[src/design/csll_pkg.sv]
// shared types, constants and lookup tables of the codon log-likelihood core
// no dependencies
`default_nettype none
package csll_pkg;

   typedef enum logic [3:0] {
      ST_IDLE,
      ST_READ,
      ST_SCORE,
      ST_EXP1,
      ST_EXP2,
      ST_ACC,
      ST_LN1,
      ST_LN2,
      ST_LN3,
      ST_CLOSE,
      ST_OUT
   } state_type;

   localparam logic ACT_LOAD  = 1'b0;
   localparam logic ACT_COUNT = 1'b1;

   localparam int unsigned VAL_W = 24;
   localparam int unsigned LIK_W = 48;
   localparam int unsigned WORD_W = 2 * VAL_W;

   localparam logic [16:0] ONE_Q16 = 17'd65536;
   localparam logic [15:0] LN2_Q16 = 16'd45426;
   localparam logic [3:0]  EXP_INT_LIMIT = 4'd12;

   localparam logic [16:0] EXP_INT_TAB [12] = '{
      17'd65536, 17'd24109, 17'd8869, 17'd3263, 17'd1200, 17'd442,
      17'd162, 17'd60, 17'd22, 17'd8, 17'd3, 17'd1
   };

   localparam logic [16:0] EXP_FRAC_TAB [17] = '{
      17'd65536, 17'd61565, 17'd57835, 17'd54331, 17'd51040, 17'd47947,
      17'd45042, 17'd42313, 17'd39750, 17'd37341, 17'd35079, 17'd32954,
      17'd30957, 17'd29081, 17'd27319, 17'd25664, 17'd24109
   };

   localparam logic [15:0] LN_TAB [17] = '{
      16'd0, 16'd3973, 16'd7719, 16'd11262, 16'd14624, 16'd17821,
      16'd20870, 16'd23783, 16'd26573, 16'd29248, 16'd31818, 16'd34292,
      16'd36675, 16'd38975, 16'd41196, 16'd43352, 16'd45426
   };

endpackage
`default_nettype wire

[src/design/csll_param_mem.sv]
// parameter table memory: bias and selection per entry, one write and one read port
// registered read data, depends on csll_pkg
`default_nettype none
module csll_param_mem #(
   parameter int unsigned WORDS = 64,
   parameter int unsigned AW = 6
) (
   input  wire                          clock,
   input  wire                          wr_en,
   input  wire  [AW-1:0]                wr_addr,
   input  wire  [csll_pkg::WORD_W-1:0]  wr_data,
   input  wire                          rd_en,
   input  wire  [AW-1:0]                rd_addr,
   output logic [csll_pkg::WORD_W-1:0]  rd_data
);
   import csll_pkg::*;

   logic [WORD_W-1:0] mem_ff [WORDS];

   always_ff @(posedge clock) begin
      if (wr_en) begin
         mem_ff[wr_addr] <= wr_data;
      end
   end

   always_ff @(posedge clock) begin
      if (rd_en) begin
         rd_data <= mem_ff[rd_addr];
      end
   end

endmodule
`default_nettype wire
[config.mk]
export PLATFORM = sky130hd
export DESIGN_NAME = csll_param_mem
export DESIGN_NICKNAME = d
export VERILOG_FILES = /design/src/design/csll_pkg.sv /design/src/design/csll_param_mem.sv
export SDC_FILE = /design/constraint.sdc
export NUM_CORES = 2
export LEC_CHECK = 0
export BUFFER_PORTS_ARGS = -buffer_cell sky130_fd_sc_hd__buf_2
export CAP_MARGIN = 20
export CORE_ASPECT_RATIO = 1.25
export CORE_MARGIN = 3
export CORE_UTILIZATION = 55
export CTS_CLUSTER_SIZE = 10
export DETAILED_ROUTE_END_ITERATION = 8
export HOLD_SLACK_MARGIN = 0.05
export PLACE_DENSITY = 0.72
export SETUP_SLACK_MARGIN = 0.5
export SLEW_MARGIN = 15
export SYNTH_ARGS = -nofsm -noshare
export SYNTH_HDL_FRONTEND = slang
export SYNTH_SLANG_ARGS = --single-unit
[constraint.sdc]
create_clock -name clock -period 4.8 [get_ports clock]
set_input_delay 0.72 -clock clock [delete_from_list [all_inputs] [get_ports clock]]
set_output_delay 0.72 -clock clock [all_outputs]
set_load 0.01 [all_outputs]
# Word level (Yosys, flattened, before mapping)
# Memories as Yosys holds them, arrays and structs flattened. A register that Yosys moved wholly into a read port is not among the register bits.
# Index checks and enable logic that the tools add are counted.
dict set report word_totals {
  reg_bits 0
  output_inout_bits 48
  mem_count 1
  mem_bits_rw 3072
  input_bits 63
}
# memory words width rd rd_ports_with_merged_regs write_ports line_no
set mem_list {}
lappend mem_list {mem_ff 64 48 1 1 1 csll_param_mem.sv:18} ;# logic [WORD_W-1:0] mem_ff [WORDS];
dict set report op_classes {
  muxes 2
}
# cell count
set op_table {}
lappend op_table {{$mux W1} 2}

# Depth between registers and ports, before layout
dict set report logic_depth {
  depth_word 2
  ltp_mapped 9
}

# Worst setup path before layout
# OpenSTA, ideal clock, no wires.
dict set report synth_timing {
  path_kind {input port to flip-flop}
  startpoint {input port wr_addr[3]}
  endpoint {memory mem_ff[48][0] in the netlist's numbering (enable)}
  setup_ns 0.513
  required_ns 4.287
  setup_slack_ns -0.205
  t_arrival_ns 4.492
  path_stages 4
  cell_sequence {clkbuf_1 > nor2b_1 > nand4b_1 > nor3_1}
}
# item line_no
set synth_lines {}
lappend synth_lines {{start, declared} csll_param_mem.sv:10} ;# input wire [AW-1:0] wr_addr,
lappend synth_lines {{end, declared} csll_param_mem.sv:18}
# Straight into the memory's write port.

==> out/results.tsv <==
stage	metric	value	unit
clocking	clk_path_buf_depth	4	
layout	final_nets	5458	
route	vias_per_cell	7.042	
setup_path	crit_buf_inv	3	
yosys	syn_avg_cell_area	23.66	sq um
grt	grt_pass1_wl	439300	um
setup_path	r2r_start	mem_ff[10][6]	
placed_design	place_area	123100	sq um
min_path	hold_end	mem_ff[16][13]	
route	ant_nets	0	
yosys	synth_edf_count	3120	
pwr	ir_worst_vdd	0.3071	mV
sta	period_share	61.75	%
setup_path	required	5.47	ns
layout	fin_area	132800	sq um
setup_path	rr_endpoint	rd_data[6]	
clocking	clk_pin_slew	0.05	ns
setup_path	cp_top_family	buffers and inverters	
min_path	hold_path_depth	1	
status	status	complete, no violations	
run	drv_cap	0	
route	num_vias	57760	
pwr	power_density	421.9	nW/um^2
route	wl_per_cell	37.81	um
clocking	ctsResizeCount	0	
floorplan	ios	111	
clocking	holdBufCountCts	0	
grt	grt_max_degree	92	
yosys	syn_area	117600	sq um
floorplan	rows	189	
yosys	synth_cells	4970	
floorplan	die-area	219400	sq um
sta	max_slew.worst_pin.slew	1.229	ns
clocking	worstSkewPairLatency	0.97	ns
grt	antenna_found_initial	41	
placed_design	portBuffers	110	
route	totalWireLength	310100	um
route	drt_first_pass_iters	6	
clocking	post-cts-setup-buffers	0	
grt	overflow	0	
setup_path	crit_type	primary input to flip-flop	
layout	drive_above_1_share	29.05	%
yosys	ys_warn_count	0	
layout	areaGrowthSynthToFinish	12.96	%
sta	hold_viol	0	
min_path	worstHoldStart	wr_data[13]	
clocking	cts_tree	done	
grt	grt_pass1_vias	58817	
floorplan	start_util	55.38	%
yosys	async_reset_ff_share	0	%
setup_path	crit_chain	buf_2, buf_4, nor2b_4, buf_4, a22o_1, a221oi_1, a221oi_1	
setup_path	slowest_stage	nor2b_4	
setup_path	cp-end-kind	flip-flop	
yosys	synth.distinct_cells	35	
floorplan	fp.dieW	419.6	um
setup_path	startpoint_type	primary input	
sta	setup-tns-final	0	ns
clocking	clock-root-buffer	clkbuf_16	
floorplan	fp.dieH	523.0	um
placed_design	hpwl	167300	um
clocking	h-tree-depth	5	
sta	slew_viol_final	0	
min_path	min_path_type	primary input to flip-flop	
sta	rsz0062_at_grt	false	
sta	fmax	337.4	MHz
yosys	ys_seq_area_share	79.67	%
sta	fin_skew	0.06088	ns
route	drc_errors	0	
pwr	p_leak	41.24	nW
layout	final_common_cell	edfxtp_1	
sta	max_slew_margin	18.09	%
placed_design	place_congestion	0.8028	
yosys	ys_ff_latch	3120	
setup_path	critPathArrivalTime	3.64	ns
layout	utilization	62.55	%
sta	period_needed	2.964	ns
floorplan	core_region_area	212400	sq um
sta	setup-violations-final	0	
layout	final_cell_mix	edfxtp_1, mux4_2, clkbuf_16	
setup_path	max_stage_delay	0.79	ns
setup_path	r2r_slack	2.42	ns
setup_path	rr_worst_depth	4	
setup_path	worstPathMaxFanout	25	
clocking	cts.sinks	3120	
grt	grt_use_total	28.64	%
clocking	cts_buffers	362	
yosys	synth-main-ff-cell	edfxtp_1	
yosys	syn_nets	5033	
route	drt-initial-drc-count	9026	
## logic make-up after synthesis
group / share of synthesized area (%)
flip-flops: 79.67
multiplexers: 15.09
AO/OA/AOI/OAI: 3.012
buffers and inverters: 1.274
AND/OR/NAND/NOR: 0.9533
## worst max path at each step
stage                          start       endpoint  depth (start not counted)
after floorplan           wr_addr[5]  mem_ff[39][0]                          4
after global placement    rd_addr[0]     rd_data[6]                          6
after detailed placement  rd_addr[0]     rd_data[6]                          6
after CTS                 rd_addr[0]     rd_data[6]                          6
after global routing      rd_addr[0]     rd_data[6]                          6
final                     rd_addr[3]    rd_data[26]                          7
## state kept, by name, summed over array words and instances, names as in the netlist
register,cells
mem_ff,3072
rd_data,48
## per-stage QoR
step	std cells	setup WS, ns	power [mW]	hold WS [ns]
CTS	8165	1.839	56.26	0.2825
finish	8202	1.836	56.04	0.1679
floorplan	4970	0.7340	32.31	0.7874
global route	8187	1.775	57.40	0.1428
detailed placement	7785	0.8002	33.51	0.9067
global placement	7785	0.8428	33.43	0.8882
## routing by layer
metal  vias to the layer above  part of all wire (%)  track usage (%)
met5                         -                 0.027                0
met2                      4000                    50            47.10
met4                        12                   4.2            11.14
met3                       777                    11            6.635
li1                      22201                     -                -
met1                     30770                    34            37.64
## cells in the mapped netlist (all sizes together), types with 4 or more instances
cell type / n / share of area (%)
edfxtp: 3120 / 80
mux4: 754 / 14
buf: 183 / 0.96
nor2: 132 / 0.42
o22ai: 122 / 0.65
clkbuf: 99 / 0.32
a221oi: 83 / 0.62
a21oi: 74 / 0.31
a22oi: 72 / 0.46
mux2i: 63 / 0.54
a22o: 57 / 0.42
nand2: 55 / 0.18
a211oi: 32 / 0.20
o221ai: 28 / 0.21
nor2b: 24 / 0.13
mux2: 12 / 0.11
a311oi: 11 / 0.082
nand2b: 10 / 0.053
nand3: 7 / 0.030
a31o: 5 / 0.037
nand3b: 5 / 0.032
or3b: 4 / 0.030
## area by class of cell
| type | count | area [sq um] |
|---|---|---|
| multi-input combinational | 1568 | 22960 |
| sequential | 3120 | 93690 |
| fill | 13615 | 79520 |
| timing repair buffer | 343 | 3379 |
| antenna | 22 | 55.05 |
| clock inverter | 8 | 70.07 |
| clock buffer | 372 | 9224 |
| tap | 2769 | 3465 |
## where the power goes
part | total, mW | internal, mW | switching, mW
clock | 23.0 | 13.4 | 9.64
combinational | 2.63 | 0.991 | 1.63
sequential | 30.4 | 30.3 | 0.120
total | 56.0 | 44.7 | 11.4
## worst reg2reg max path, delay by kind of cell, from the launching register on
kind               cells  cell delay (ns)
AOI/OAI and AO/OA      3             1.24
DFF                    1             0.36
muxes                  1             0.48
Power figures use the tool's default switching activity.
